<file path="src/hdl/rwct_pkg.sv">
// Package: shared types, constants and codes for the raycast wall column texel block.
`default_nettype none

package rwct_pkg;

  localparam int SCREEN_HEIGHT = 512;
  localparam int HALF_H        = SCREEN_HEIGHT / 2;

  localparam int COL_W   = 10;
  localparam int ROW_W   = 9;
  localparam int LH_W    = 16;
  localparam int TX_W    = 10;
  localparam int TY_W    = 10;
  localparam int COLOR_W = 32;
  localparam int TH_W    = 11;
  localparam int CFG_IW  = 2;

  // Slice bounds and row positions; holds HALF_H plus half of the widest slice.
  localparam int POS_W  = 17;
  // Positive texture row numerator, always below twice the slice height.
  localparam int NUM_W  = LH_W + 1;
  localparam int PROD_W = NUM_W + TH_W;
  // Quotient bits: the texture row stays below texture_height.
  localparam int QW     = TH_W;

  localparam int MQ_DEPTH = 4;
  localparam int MQ_AW    = $clog2(MQ_DEPTH);

  localparam logic [TY_W-1:0] TY_MAX = {TY_W{1'b1}};

  // region codes
  localparam logic [1:0] REGION_CEIL  = 2'd0;
  localparam logic [1:0] REGION_WALL  = 2'd1;
  localparam logic [1:0] REGION_FLOOR = 2'd2;

  // texture select codes
  localparam logic [1:0] TEX_NORTH = 2'd0;
  localparam logic [1:0] TEX_SOUTH = 2'd1;
  localparam logic [1:0] TEX_WEST  = 2'd2;
  localparam logic [1:0] TEX_EAST  = 2'd3;

  // configuration register indexes
  localparam logic [CFG_IW-1:0] CFG_CEILING_COLOR  = 2'd0;
  localparam logic [CFG_IW-1:0] CFG_FLOOR_COLOR    = 2'd1;
  localparam logic [CFG_IW-1:0] CFG_TEXTURE_HEIGHT = 2'd2;

  localparam logic [TH_W-1:0] TEX_H_RESET = 11'd64;

  typedef struct packed {
    logic [COL_W-1:0] column;
    logic [ROW_W-1:0] row;
    logic [LH_W-1:0]  slice_height;
    logic [TX_W-1:0]  texture_column;
    logic             hit_side;
    logic             dir_x_negative;
    logic             dir_y_negative;
  } in_item_t;

  typedef struct packed {
    logic [COL_W-1:0]   out_column;
    logic [ROW_W-1:0]   out_row;
    logic [1:0]         region;
    logic [1:0]         texture_select;
    logic [TX_W-1:0]    texel_x;
    logic [TY_W-1:0]    texel_y;
    logic [COLOR_W-1:0] flat_color;
  } out_item_t;

  // Classified pixel, waiting for the texture row division.
  typedef struct packed {
    logic [COL_W-1:0]   column;
    logic [ROW_W-1:0]   row;
    logic [1:0]         region;
    logic [1:0]         texture_select;
    logic [TX_W-1:0]    texel_x;
    logic [COLOR_W-1:0] flat_color;
    logic [NUM_W-1:0]   num;
    logic [LH_W-1:0]    lh;
  } mid_item_t;

  typedef struct packed {
    logic [COLOR_W-1:0] ceiling_color;
    logic [COLOR_W-1:0] floor_color;
  } flat_cfg_t;

endpackage

`default_nettype wire

</file>
<file path="src/hdl/raycast_wall_column_texel.sv">
// Top level: configuration registers, classifying front end, pixel queue and divider back end.
//
//   channel  ports                          transfer when
//   input    push, full, in_data            push && !full
//   result   empty, pop, out_data           pop && !empty
//   config   cfg_we, cfg_index, cfg_wdata   cfg_we
//
// One pixel per cycle sustained in both directions while the consumer keeps popping results.
// From push to a visible result, the pixel enters the pixel queue at the accepting edge, then
// passes the product register, the texture row divider (11 stages, each adding a quotient bit)
// and the result queue. A stalled consumer freezes the divider pipeline once the two-entry result
// queue fills; the input keeps taking pixels until the four-entry pixel queue is full.
// Reset is synchronous; no clearing pass.
`default_nettype none

module raycast_wall_column_texel
  import rwct_pkg::*;
(
  input  logic               clk,
  input  logic               rst_n,
  input  logic               push,
  output logic               full,
  input  in_item_t           in_data,
  output logic               empty,
  input  logic               pop,
  output out_item_t          out_data,
  input  logic               cfg_we,
  input  logic [CFG_IW-1:0]  cfg_index,
  input  logic [COLOR_W-1:0] cfg_wdata
);

  flat_cfg_t       flat_cfg_r;
  logic [TH_W-1:0] tex_h_r;
  mid_item_t       mid;
  mid_item_t       q_data;
  logic            q_empty;
  logic            q_pop;

  always_ff @(posedge clk) begin
    if (!rst_n) begin
      flat_cfg_r <= '0;
      tex_h_r    <= TEX_H_RESET;
    end else if (cfg_we) begin
      case (cfg_index)
        CFG_CEILING_COLOR:  flat_cfg_r.ceiling_color <= cfg_wdata;
        CFG_FLOOR_COLOR:    flat_cfg_r.floor_color   <= cfg_wdata;
        CFG_TEXTURE_HEIGHT: tex_h_r                  <= cfg_wdata[TH_W-1:0];
        default: ;
      endcase
    end
  end

  rwct_front u_front (
    .item     (in_data),
    .flat_cfg (flat_cfg_r),
    .mid      (mid)
  );

  rwct_queue u_queue (
    .clk   (clk),
    .rst_n (rst_n),
    .wr    (push),
    .wdata (mid),
    .full  (full),
    .rd    (q_pop),
    .rdata (q_data),
    .empty (q_empty)
  );

  rwct_back u_back (
    .clk      (clk),
    .rst_n    (rst_n),
    .tex_h    (tex_h_r),
    .q_empty  (q_empty),
    .q_pop    (q_pop),
    .q_data   (q_data),
    .empty    (empty),
    .pop      (pop),
    .out_data (out_data)
  );

endmodule

`default_nettype wire

</file>
<file path="src/hdl/rwct_front.sv">
// Front end: classifies a pixel as ceiling, wall or floor and prepares the texture row numerator.
`default_nettype none

module rwct_front
  import rwct_pkg::*;
(
  input  in_item_t  item,
  input  flat_cfg_t flat_cfg,
  output mid_item_t mid
);

  logic [LH_W-1:0]  lh_eff;
  logic [POS_W-1:0] half_lh;
  logic [POS_W-1:0] start_pos;
  logic [POS_W-1:0] end_sum;
  logic [POS_W-1:0] end_pos;
  logic [POS_W-1:0] row_pos;
  logic [POS_W-1:0] twice_row_lh;
  logic             is_ceil;
  logic             is_wall;

  always_comb begin
    lh_eff  = (item.slice_height == '0) ? LH_W'(1) : item.slice_height;
    half_lh = POS_W'(lh_eff[LH_W-1:1]);

    start_pos = (half_lh >= POS_W'(HALF_H)) ? '0 : POS_W'(HALF_H) - half_lh;
    end_sum   = POS_W'(HALF_H) + half_lh;
    end_pos   = (end_sum > POS_W'(SCREEN_HEIGHT)) ? POS_W'(SCREEN_HEIGHT) : end_sum;

    row_pos = POS_W'(item.row);
    is_ceil = row_pos < start_pos;
    is_wall = !is_ceil && (row_pos < end_pos);

    // numerator 2*row - H + lh, kept only when positive
    twice_row_lh = POS_W'({item.row, 1'b0}) + POS_W'(lh_eff);

    mid = '0;
    mid.column = item.column;
    mid.row    = item.row;
    mid.lh     = lh_eff;
    if (is_ceil) begin
      mid.region     = REGION_CEIL;
      mid.flat_color = flat_cfg.ceiling_color;
    end else if (is_wall) begin
      mid.region  = REGION_WALL;
      mid.texel_x = item.texture_column;
      if (item.hit_side) begin
        mid.texture_select = item.dir_y_negative ? TEX_NORTH : TEX_SOUTH;
      end else begin
        mid.texture_select = item.dir_x_negative ? TEX_WEST : TEX_EAST;
      end
      if (twice_row_lh > POS_W'(SCREEN_HEIGHT)) begin
        mid.num = NUM_W'(twice_row_lh - POS_W'(SCREEN_HEIGHT));
      end
    end else begin
      mid.region     = REGION_FLOOR;
      mid.flat_color = flat_cfg.floor_color;
    end
  end

endmodule

`default_nettype wire

</file>
<file path="src/hdl/rwct_queue.sv">
// Short queue of classified pixels between the front end and the divider pipeline.
`default_nettype none

module rwct_queue
  import rwct_pkg::*;
(
  input  logic      clk,
  input  logic      rst_n,
  input  logic      wr,
  input  mid_item_t wdata,
  output logic      full,
  input  logic      rd,
  output mid_item_t rdata,
  output logic      empty
);

  mid_item_t        mem_r [MQ_DEPTH];
  logic [MQ_AW-1:0] wptr_r;
  logic [MQ_AW-1:0] rptr_r;
  logic [MQ_AW:0]   cnt_r;
  logic [MQ_AW:0]   cnt_nxt;
  logic             do_wr;
  logic             do_rd;

  assign full  = (cnt_r == (MQ_AW+1)'(MQ_DEPTH));
  assign empty = (cnt_r == '0);
  assign do_wr = wr && !full;
  assign do_rd = rd && !empty;
  assign rdata = mem_r[rptr_r];

  always_comb begin
    cnt_nxt = cnt_r;
    if (do_wr && !do_rd) begin
      cnt_nxt = cnt_r + 1'b1;
    end else if (do_rd && !do_wr) begin
      cnt_nxt = cnt_r - 1'b1;
    end
  end

  always_ff @(posedge clk) begin
    if (!rst_n) begin
      wptr_r <= '0;
      rptr_r <= '0;
      cnt_r  <= '0;
    end else begin
      cnt_r <= cnt_nxt;
      if (do_wr) begin
        wptr_r <= wptr_r + 1'b1;
      end
      if (do_rd) begin
        rptr_r <= rptr_r + 1'b1;
      end
    end
  end

  always_ff @(posedge clk) begin
    if (do_wr) begin
      mem_r[wptr_r] <= wdata;
    end
  end

endmodule

`default_nettype wire

</file>
<file path="src/hdl/rwct_back.sv">
// Back end: multiplier, bit-per-stage divider for the texture row, clamp and result queue.
`default_nettype none

module rwct_back
  import rwct_pkg::*;
(
  input  logic            clk,
  input  logic            rst_n,
  input  logic [TH_W-1:0] tex_h,
  input  logic            q_empty,
  output logic            q_pop,
  input  mid_item_t       q_data,
  output logic            empty,
  input  logic            pop,
  output out_item_t       out_data
);

  // stage 0 holds the product, stage k holds k quotient bits
  out_item_t         meta_r [QW+1];
  logic [NUM_W-1:0]  rem_r  [QW+1];
  logic [QW-1:0]     low_r  [QW+1];
  logic [QW-1:0]     quo_r  [QW+1];
  logic [NUM_W-1:0]  den_r  [QW+1];
  logic [QW:0]       v_r;

  logic [NUM_W:0]    trial   [QW];
  logic              ge      [QW];
  logic [NUM_W-1:0]  rem_nxt [QW];

  logic [TH_W-1:0]   th_eff;
  logic [PROD_W-1:0] prod;
  out_item_t         meta_in;
  logic              adv;

  logic [TH_W-1:0]   q_clamp;
  out_item_t         res;

  out_item_t         ofifo_r [2];
  logic              owptr_r;
  logic              orptr_r;
  logic [1:0]        ocnt_r;
  logic              ofull;
  logic              ow;
  logic              orr;

  assign th_eff = (tex_h == '0) ? TH_W'(1) : tex_h;
  assign prod   = PROD_W'(q_data.num) * PROD_W'(th_eff);

  always_comb begin
    meta_in                = '0;
    meta_in.out_column     = q_data.column;
    meta_in.out_row        = q_data.row;
    meta_in.region         = q_data.region;
    meta_in.texture_select = q_data.texture_select;
    meta_in.texel_x        = q_data.texel_x;
    meta_in.flat_color     = q_data.flat_color;
  end

  assign ofull = (ocnt_r == 2'd2);
  assign adv   = !(v_r[QW] && ofull);
  assign q_pop = adv && !q_empty;

  // restoring division; remainder stays below the divisor
  always_comb begin
    for (int k = 0; k < QW; k++) begin
      trial[k]   = {rem_r[k], low_r[k][QW-1]};
      ge[k]      = trial[k] >= {1'b0, den_r[k]};
      rem_nxt[k] = ge[k] ? NUM_W'(trial[k] - {1'b0, den_r[k]}) : trial[k][NUM_W-1:0];
    end
  end

  always_ff @(posedge clk) begin
    if (!rst_n) begin
      v_r <= '0;
    end else if (adv) begin
      v_r <= {v_r[QW-1:0], q_pop};
    end
  end

  always_ff @(posedge clk) begin
    if (adv) begin
      meta_r[0] <= meta_in;
      rem_r[0]  <= prod[PROD_W-1:QW];
      low_r[0]  <= prod[QW-1:0];
      quo_r[0]  <= '0;
      den_r[0]  <= {q_data.lh, 1'b0};
      for (int k = 0; k < QW; k++) begin
        meta_r[k+1] <= meta_r[k];
        rem_r[k+1]  <= rem_nxt[k];
        low_r[k+1]  <= {low_r[k][QW-2:0], 1'b0};
        quo_r[k+1]  <= {quo_r[k][QW-2:0], ge[k]};
        den_r[k+1]  <= den_r[k];
      end
    end
  end

  always_comb begin
    q_clamp = (quo_r[QW] >= th_eff) ? th_eff - 1'b1 : quo_r[QW];
    res     = meta_r[QW];
    if (meta_r[QW].region == REGION_WALL) begin
      res.texel_y = (q_clamp > TH_W'(TY_MAX)) ? TY_MAX : q_clamp[TY_W-1:0];
    end else begin
      res.texel_y = '0;
    end
  end

  // two-entry result queue decouples the pipeline from the consumer
  assign ow       = adv && v_r[QW];
  assign orr      = pop && !empty;
  assign empty    = (ocnt_r == 2'd0);
  assign out_data = ofifo_r[orptr_r];

  always_ff @(posedge clk) begin
    if (!rst_n) begin
      owptr_r <= 1'b0;
      orptr_r <= 1'b0;
      ocnt_r  <= 2'd0;
    end else begin
      if (ow) begin
        owptr_r <= !owptr_r;
      end
      if (orr) begin
        orptr_r <= !orptr_r;
      end
      if (ow && !orr) begin
        ocnt_r <= ocnt_r + 2'd1;
      end else if (orr && !ow) begin
        ocnt_r <= ocnt_r - 2'd1;
      end
    end
  end

  always_ff @(posedge clk) begin
    if (ow) begin
      ofifo_r[owptr_r] <= res;
    end
  end

endmodule

`default_nettype wire

</file>
<file path="config.mk">
export PLATFORM = sky130hd
export DESIGN_NAME = raycast_wall_column_texel
export DESIGN_NICKNAME = d
export VERILOG_FILES = /design/src/hdl/rwct_pkg.sv /design/src/hdl/raycast_wall_column_texel.sv /design/src/hdl/rwct_front.sv /design/src/hdl/rwct_queue.sv /design/src/hdl/rwct_back.sv
export SDC_FILE = /design/constraint.sdc
export NUM_CORES = 2
export LEC_CHECK = 0
export BUFFER_PORTS_ARGS = -buffer_cell sky130_fd_sc_hd__buf_2
export CAP_MARGIN = 5
export CORE_MARGIN = 3
export CORE_UTILIZATION = 25
export DETAILED_ROUTE_END_ITERATION = 8
export GPL_TIMING_DRIVEN = 0
export MAX_ROUTING_LAYER = met4
export SYNTH_ARGS = -nofsm -noshare
export SYNTH_HDL_FRONTEND = slang
export SYNTH_SLANG_ARGS = --single-unit
</file>
<file path="constraint.sdc">
create_clock -name clk -period 75.5 [get_ports clk]
set_input_delay 15.1 -clock clk [delete_from_list [all_inputs] [get_ports clk]]
set_output_delay 15.1 -clock clk [all_outputs]
set_load 0.02 [all_outputs]
</file>
==> Word-level counts from Yosys, hierarchy flattened <==
Memory sizes are Yosys's and may differ from the RTL's. A register that Yosys moved wholly into a read port is not among the register bits.
Cells that the tools add are included.
{ "classes": {"multipliers": 1, "add_sub_neg": 22, "reduce_logical": 32, "muxes": 43, "order_cmp": 18, "n_eq_ne": 5} }
{ "op_table": {"columns": ["cell", "n"], "rows": [
  ["17-bit two-way mux", 16],
  ["18-bit by 17-bit greater-or-equal comparator with 1-bit output", 11],
  ["17-bit subtractor", 11],
  ["32-bit two-way mux", 2],
  ["17-bit by 10-bit greater-than comparator with 1-bit output (second input constant)", 2],
  ["9-bit by 17-bit < comparator with 1-bit output", 2],
  ["17-bit by 11-bit multiplier with 28-bit output", 1],
  ["12-bit two-way mux", 2],
  ["11-bit two-way mux", 2],
  ["10-bit two-way mux", 2],
  ["10-bit by 16-bit adder with 17-bit output", 1],
  ["17-bit by 10-bit subtractor with 17-bit output (second input constant)", 1],
  ["9-bit by 15-bit adder with 16-bit output (first input constant)", 1],
  ["16-bit zero test", 1],
  ["16-bit two-way mux", 1],
  ["9-bit by 15-bit subtractor with 16-bit output (first input constant)", 1],
  ["15-bit by 9-bit greater-or-equal comparator with 1-bit output (second input constant)", 1],
  ["2-bit two-way mux", 7],
  ["11-bit greater-or-equal comparator", 1],
  ["11-bit by 10-bit greater-than comparator with 1-bit output (second input constant)", 1],
  ["1-bit logical AND", 11],
  ["1-bit zero test", 11],
  ["11-bit zero test", 1],
  ["11-bit by 1-bit subtractor with 11-bit output (second input constant)", 1],
  ["13 further kinds", 30]
]} }
{ "word_totals": {"memories": 7, "out_inout_bits": 77, "mem_bits_rw": 2114, "input_bits": 87, "reg_bits": 98} }
{ "mem_list": {"columns": ["name", "depth", "word_bits", "rd", "rd_ports_with_merged_regs", "wr", "line_no", "text"], "rows": [
  ["u_back.meta_r", 12, 75, 12, 0, 12, "rwct_back.sv:19", "out_item_t meta_r [QW+1];"],
  ["u_queue.mem_r", 4, 98, 1, 1, 1, "rwct_queue.sv:17", "mid_item_t mem_r [MQ_DEPTH];"],
  ["u_back.den_r", 12, 17, 11, 0, 12, "rwct_back.sv:23", "logic [NUM_W-1:0] den_r [QW+1];"],
  ["u_back.rem_r", 12, 17, 11, 0, 12, "rwct_back.sv:20", "logic [NUM_W-1:0] rem_r [QW+1];"],
  ["u_back.ofifo_r", 2, 75, 1, 1, 1, "rwct_back.sv:38", "out_item_t ofifo_r [2];"],
  ["u_back.low_r", 12, 11, 11, 0, 12, "rwct_back.sv:21", "logic [QW-1:0] low_r [QW+1];"],
  ["+1 memories", null, null, null, null, null, null, null]
]} }

==> Longest topological paths before layout <==
{ "logic_depth": {"word_depth": 9, "mapped_depth": 24, "mapped_depth_nobuf": 21} }

==> Modules after synthesis <==
From an unflattened synthesis, not the netlist that was laid out.
{ "hier_totals": {"cells_unflattened": 4938, "hier_area_um2": 80940.1} }
{ "modules_own_cells": {"columns": ["mod", "n_inst", "cells_per_inst", "area_each_um2"], "rows": [
  ["rwct_back", 1, 3746, 60972.2],
  ["rwct_queue", 1, 560, 14602.8],
  ["raycast_wall_column_texel", 1, 282, 2886.5],
  ["rwct_front", 1, 350, 2478.6]
]} }

==> Worst setup path before layout <==
No wires, ideal clock.
{ "synth_timing": {"path_type": "register to register", "start": "reg u_back.ocnt_r[0]", "end": "mem u_back.den_r[0][10] (netlist name), enable pin", "setup_time_ns": 2.146, "arrival_time_ns": 35.217, "setup_slack_ns": 38.137, "required_time_ns": 73.354, "stages_incl_launch_ff": 5, "period_less_slack_ns": 37.363, "n_path_buf": 1, "cell_sequence": "dfxtp_1 nand2b_1 nor2_1 inv_1 clkbuf_1"} }
{ "synth_rtl": {"columns": ["element", "line_no", "text"], "rows": [
  ["from (decl)", "rwct_back.sv:41", "logic [1:0] ocnt_r;"],
  ["from (signal assigned)", "rwct_back.sv:126", "ocnt_r <= ocnt_r + 2'd1;"],
  ["from (signal assigned)", "rwct_back.sv:128", "ocnt_r <= ocnt_r - 2'd1;"],
  ["to (decl)", "rwct_back.sv:23", null]
]} }

==> impl_table.tex <==
\begin{tabular}{lr}
\hline
Metric & Value \\
\hline
\multicolumn{2}{l}{\textbf{Run status}} \\
\quad Result of the run & completed \\
\multicolumn{2}{l}{\textbf{Global routing}} \\
\quad Number of global-route vias before repair & 41800 \\
\quad Pin count of the biggest net entering global routing & 75 \\
\quad Total routing resource utilization after global routing & a little under a tenth \\
\quad First-pass GRT wire length & 241 mm \\
\quad Overflow left after global routing & 0 \\
\quad Number of antenna violations at the first check in global routing & 39 \\
\multicolumn{2}{l}{\textbf{Timing}} \\
\quad Fraction of the cycle the final worst path needs & 25.5\% \\
\quad Measured slew at the worst slew-check pin & 1.37 ns \\
\quad Setup violation total in the final timing report & 0 \\
\quad Layout Skew & between 0.08 and 0.09 ns \\
\quad Achievable frequency & 0.0520 GHz \\
\quad Setup repair after global routing missed its margin & false \\
\quad Final Hold Viols & 0 \\
\quad Setup TNS & 0 ns \\
\quad Pins over their slew limit & 0 \\
\quad Post-layout minimum cycle time & 19.23 ns \\
\quad Max-slew headroom at the worst pin & 8.63\% \\
\multicolumn{2}{l}{\textbf{Worst setup path}} \\
\quad Number of cells on the worst reg-to-reg path & 21 \\
\quad Worst reg2reg setup slack & 67.59 ns \\
\quad CP Launch Type & input port \\
\quad Type of element capturing the critical path & flop \\
\quad Critical Setup Path Class & input port to flop \\
\quad Arr. time, crit path & between 15 and 20 ns \\
\quad Data required time at the worst endpoint & 76.01 ns \\
\quad Crit path from & in\_data[14] \\
\quad Critical-path maximum fanout & 10 \\
\quad Critical register-to-register path endpoint & u\_back.rem\_r[0][15] \\
\quad Termination of the worst setup path & u\_queue.mem\_r[0][66] \\
\multicolumn{2}{l}{\textbf{Drt}} \\
\quad Via count & 41100 \\
\quad Number of iterations in the first detailed-routing pass & 6 \\
\quad Number of design rule violations left after detail routing & 0 \\
\quad Count of nets left with antenna violations after detail routing & 0 \\
\quad Via density & 4.17 \\
\quad Final routed wirelength across all metal layers & around 150 mm \\
\quad Detailed-route wire length per cell & between 15 and 20 um \\
\quad Initial drt markers & approximately 3000 \\
\multicolumn{2}{l}{\textbf{Synth}} \\
\quad Leading register cell type out of synthesis & edfxtp\_1 \\
\quad Post-synth EDFFs & between 1500 and 2000 \\
\quad Synth cell types & 92 \\
\quad Synthesized area per cell & 16.0 um\^{}2 \\
\quad Register bit count reported by yosys & 1918 \\
\quad Sequential-to-total area share from yosys stat & around 70\% \\
\quad Synth warnings & 0 \\
\quad Cell area after synthesis & between 0.08 and 0.09 mm\^{}2 \\
\quad Nets in the synthesized netlist & 5561 \\
\quad Post-synthesis instance total & 5038 \\
\quad Proportion of register bits with asynchronous set or reset after synthesis & 0\% \\
\multicolumn{2}{l}{\textbf{Clocking}} \\
\quad Clock buffer count from CTS & 189 \\
\quad CTS tree & done \\
\quad Sink count of the clock tree & 1918 \\
\quad Clk root buf & clkbuf\_16 \\
\quad Clock buffer depth & 4 \\
\quad Number of buffers inserted for hold repair after clock tree synthesis & 0 \\
\quad Resize count post-CTS & 0 \\
\quad Clock latency reported for the late side of the worst-skew pair & 0.83 ns \\
\quad \# Post-CTS Setup Buffers & 0 \\
\quad Deepest level of the CTS H-tree & 4 \\
\quad Clock transition at the registers of the reported paths & 0.06 ns \\
\multicolumn{2}{l}{\textbf{Min path}} \\
\quad Worst min-delay path category & flop to flop \\
\multicolumn{2}{l}{\textbf{Placed design}} \\
\quad Gp weighted congestion & 0.905 \\
\quad Dpl hpwl & between 100 and 150 mm \\
\quad Number of input and output port buffers inserted & 159 \\
\quad Dpl cells & 9518 \\
\multicolumn{2}{l}{\textbf{Layout}} \\
\quad Most used cells in the layout excluding fill and tap cells & edfxtp\_1 (1817), inv\_1 (442), nand2\_1 (382) \\
\quad Layout overhead on the synthesized area & 16.2\% \\
\quad Number of nets in the layout & 5949 \\
\quad Share of final-layout standard cells stronger than drive strength 1 & around 14\% \\
\quad Final cell count without fillers & 9861 \\
\quad Most common cell after layout, fill and taps aside & edfxtp\_1 \\
\multicolumn{2}{l}{\textbf{Die}} \\
\quad Die W & 574 um \\
\quad Num ports & 164 \\
\quad Die ar. & 0.329 mm\^{}2 \\
\quad Number of rows created at floorplan & 207 \\
\quad Initial standard-cell utilization of the core & about 25\% \\
\quad Std-Cell Core Area & 0.320 mm\^{}2 \\
\quad Die Y & 574 um \\
\multicolumn{2}{l}{\textbf{Run}} \\
\quad Max\_cap viols & 0 \\
\multicolumn{2}{l}{\textbf{Power}} \\
\quad Worst voltage drop across the vdd grid & 0.0187 mV \\
\quad Reported leakage power & 34.8 nW \\
\quad Total power divided by cell area & between 40 and 50 mW/mm\^{}2 \\
\hline
\end{tabular}
[worst min-delay path by stage]
stage | startpoint | to | slack (ns) | cells after the start
4_1_cts | u_back.meta_r[1][126] | u_back.meta_r[1][201] | 0.38 | 0
3_5_place_dp | u_back.low_r[1][6] | u_back.low_r[2][7] | 0.40 | 0
2_1_floorplan | u_back.low_r[9][9] | u_back.low_r[10][10] | 0.40 | 0
5_1_grt | u_back.meta_r[2][209] | u_back.meta_r[2][284] | 0.39 | 0
6_report | u_back.meta_r[1][126] | u_back.meta_r[1][201] | 0.38 | 0
3_3_place_gp | u_back.meta_r[0][271] | u_back.meta_r[1][46] | 0.40 | 0
[synth_stat cells (38+ instances only)]
cell | count | area [um^2]
mux2_2 | 165 | 1860
and2_1 | 112 | 701
edfxtp_1 | 1817 | 54600
o21a_1 | 44 | 330
mux2i_1 | 38 | 380
inv_1 | 442 | 1660
ha_1 | 290 | 3630
nor2b_1 | 51 | 319
dfxtp_1 | 101 | 2020
xnor2_1 | 115 | 1010
nor2_1 | 142 | 533
clkbuf_1 | 124 | 465
nand2_1 | 382 | 1430
fa_1 | 146 | 2920
mux4_2 | 98 | 2210
nor3_1 | 85 | 425
xor2_1 | 38 | 333
nand3_1 | 43 | 215
a21oi_1 | 105 | 526
a21boi_0 | 93 | 698
o21ai_0 | 135 | 676
[metrics by stage]
stage	utilization (%)	instance area, um^2	hold slack (ns)	power, mW	setup slack [ns]
2_1_floorplan	-	80600	0.400	2.69	38.14
3_3_place_gp	27.2	86800	0.400	2.99	25.47
3_5_place_dp	27.4	87700	0.405	3.03	55.29
4_1_cts	29.3	93700	0.380	3.96	56.21
5_1_grt	29.3	93700	0.394	4.18	55.94
6_report	29.3	93700	0.384	3.92	56.27
[critical path, cell delays in order]
cell,delay (ns)
buf_2,0.13
inv_1,0.08
ha_1,0.18
nor3b_1,0.48
and2_1,0.27
nand2_1,0.08
and3_1,0.18
clkbuf_1,0.23
nand2_1,0.12
ha_1,0.24
a21o_1,0.16
a21o_1,0.18
a211oi_1,0.25
o31ai_1,0.15
o2bb2ai_2,0.77
o21bai_4,0.29
buf_1,0.54
nor2_1,0.29
[final cells by class]
class                      count  area, um^2
sequential                  1918       56600
antenna                       11        27.5
tap                         4284        5360
inverter                     443        1660
clock inverter               100        1020
clock buffer                 231        4920
multi-input combinational   2523       21800
timing repair buffer         197        1720
buffer                       154         639
fill                       31600      226000
[metal layers]
layer | GRT usage (%) | wire, um | vias to the layer above
met2 | 15.1 | 73800 | 823
met1 | 12.1 | 69200 | 20500
met3 | 1.40 | 6250 | 355
li1 | - | - | 19500
met4 | 3.51 | 5590 | 0
met5 | - | 0 | -
[kinds of logic (layout without fill, tap and decap cells)]
family	after synthesis	in the layout	synth area share (%)
AOI/OAI and AO/OA	647	647	5.59
xor gates and xnor gates	153	153	1.66
adders and majority gates	436	436	8.13
and+or+nand+nor	980	980	5.98
muxes	307	307	5.61
other	0	11	0
buffers and inverters	597	1125	2.85
DFF	1918	1918	70.2
[registers in the layout (all words and copies together), names as in the netlist, named ones only]
name,count
u_queue.cnt_r,3
u_back.den_r,176
u_queue.wptr_r,2
u_back.low_r,66
u_back.v_r,12
u_back.quo_r,66
u_queue.rptr_r,2
u_back.rem_r,187
u_back.orptr_r,1
u_back.meta_r,780
u_back.ofifo_r,150
flat_cfg_r,64
u_back.owptr_r,1
u_queue.mem_r,392
u_back.ocnt_r,2
tex_h_r,11
[power breakdown]
part	internal, mW	leakage (nW)	total (mW)	switching (mW)
clock network	0.528	2.90	0.907	0.379
logic	0.534	12.1	1.20	0.671
registers	1.67	19.8	1.80	0.135
total	2.73	34.8	3.92	1.19
Note: power is estimated with default switching activity, not from simulation.
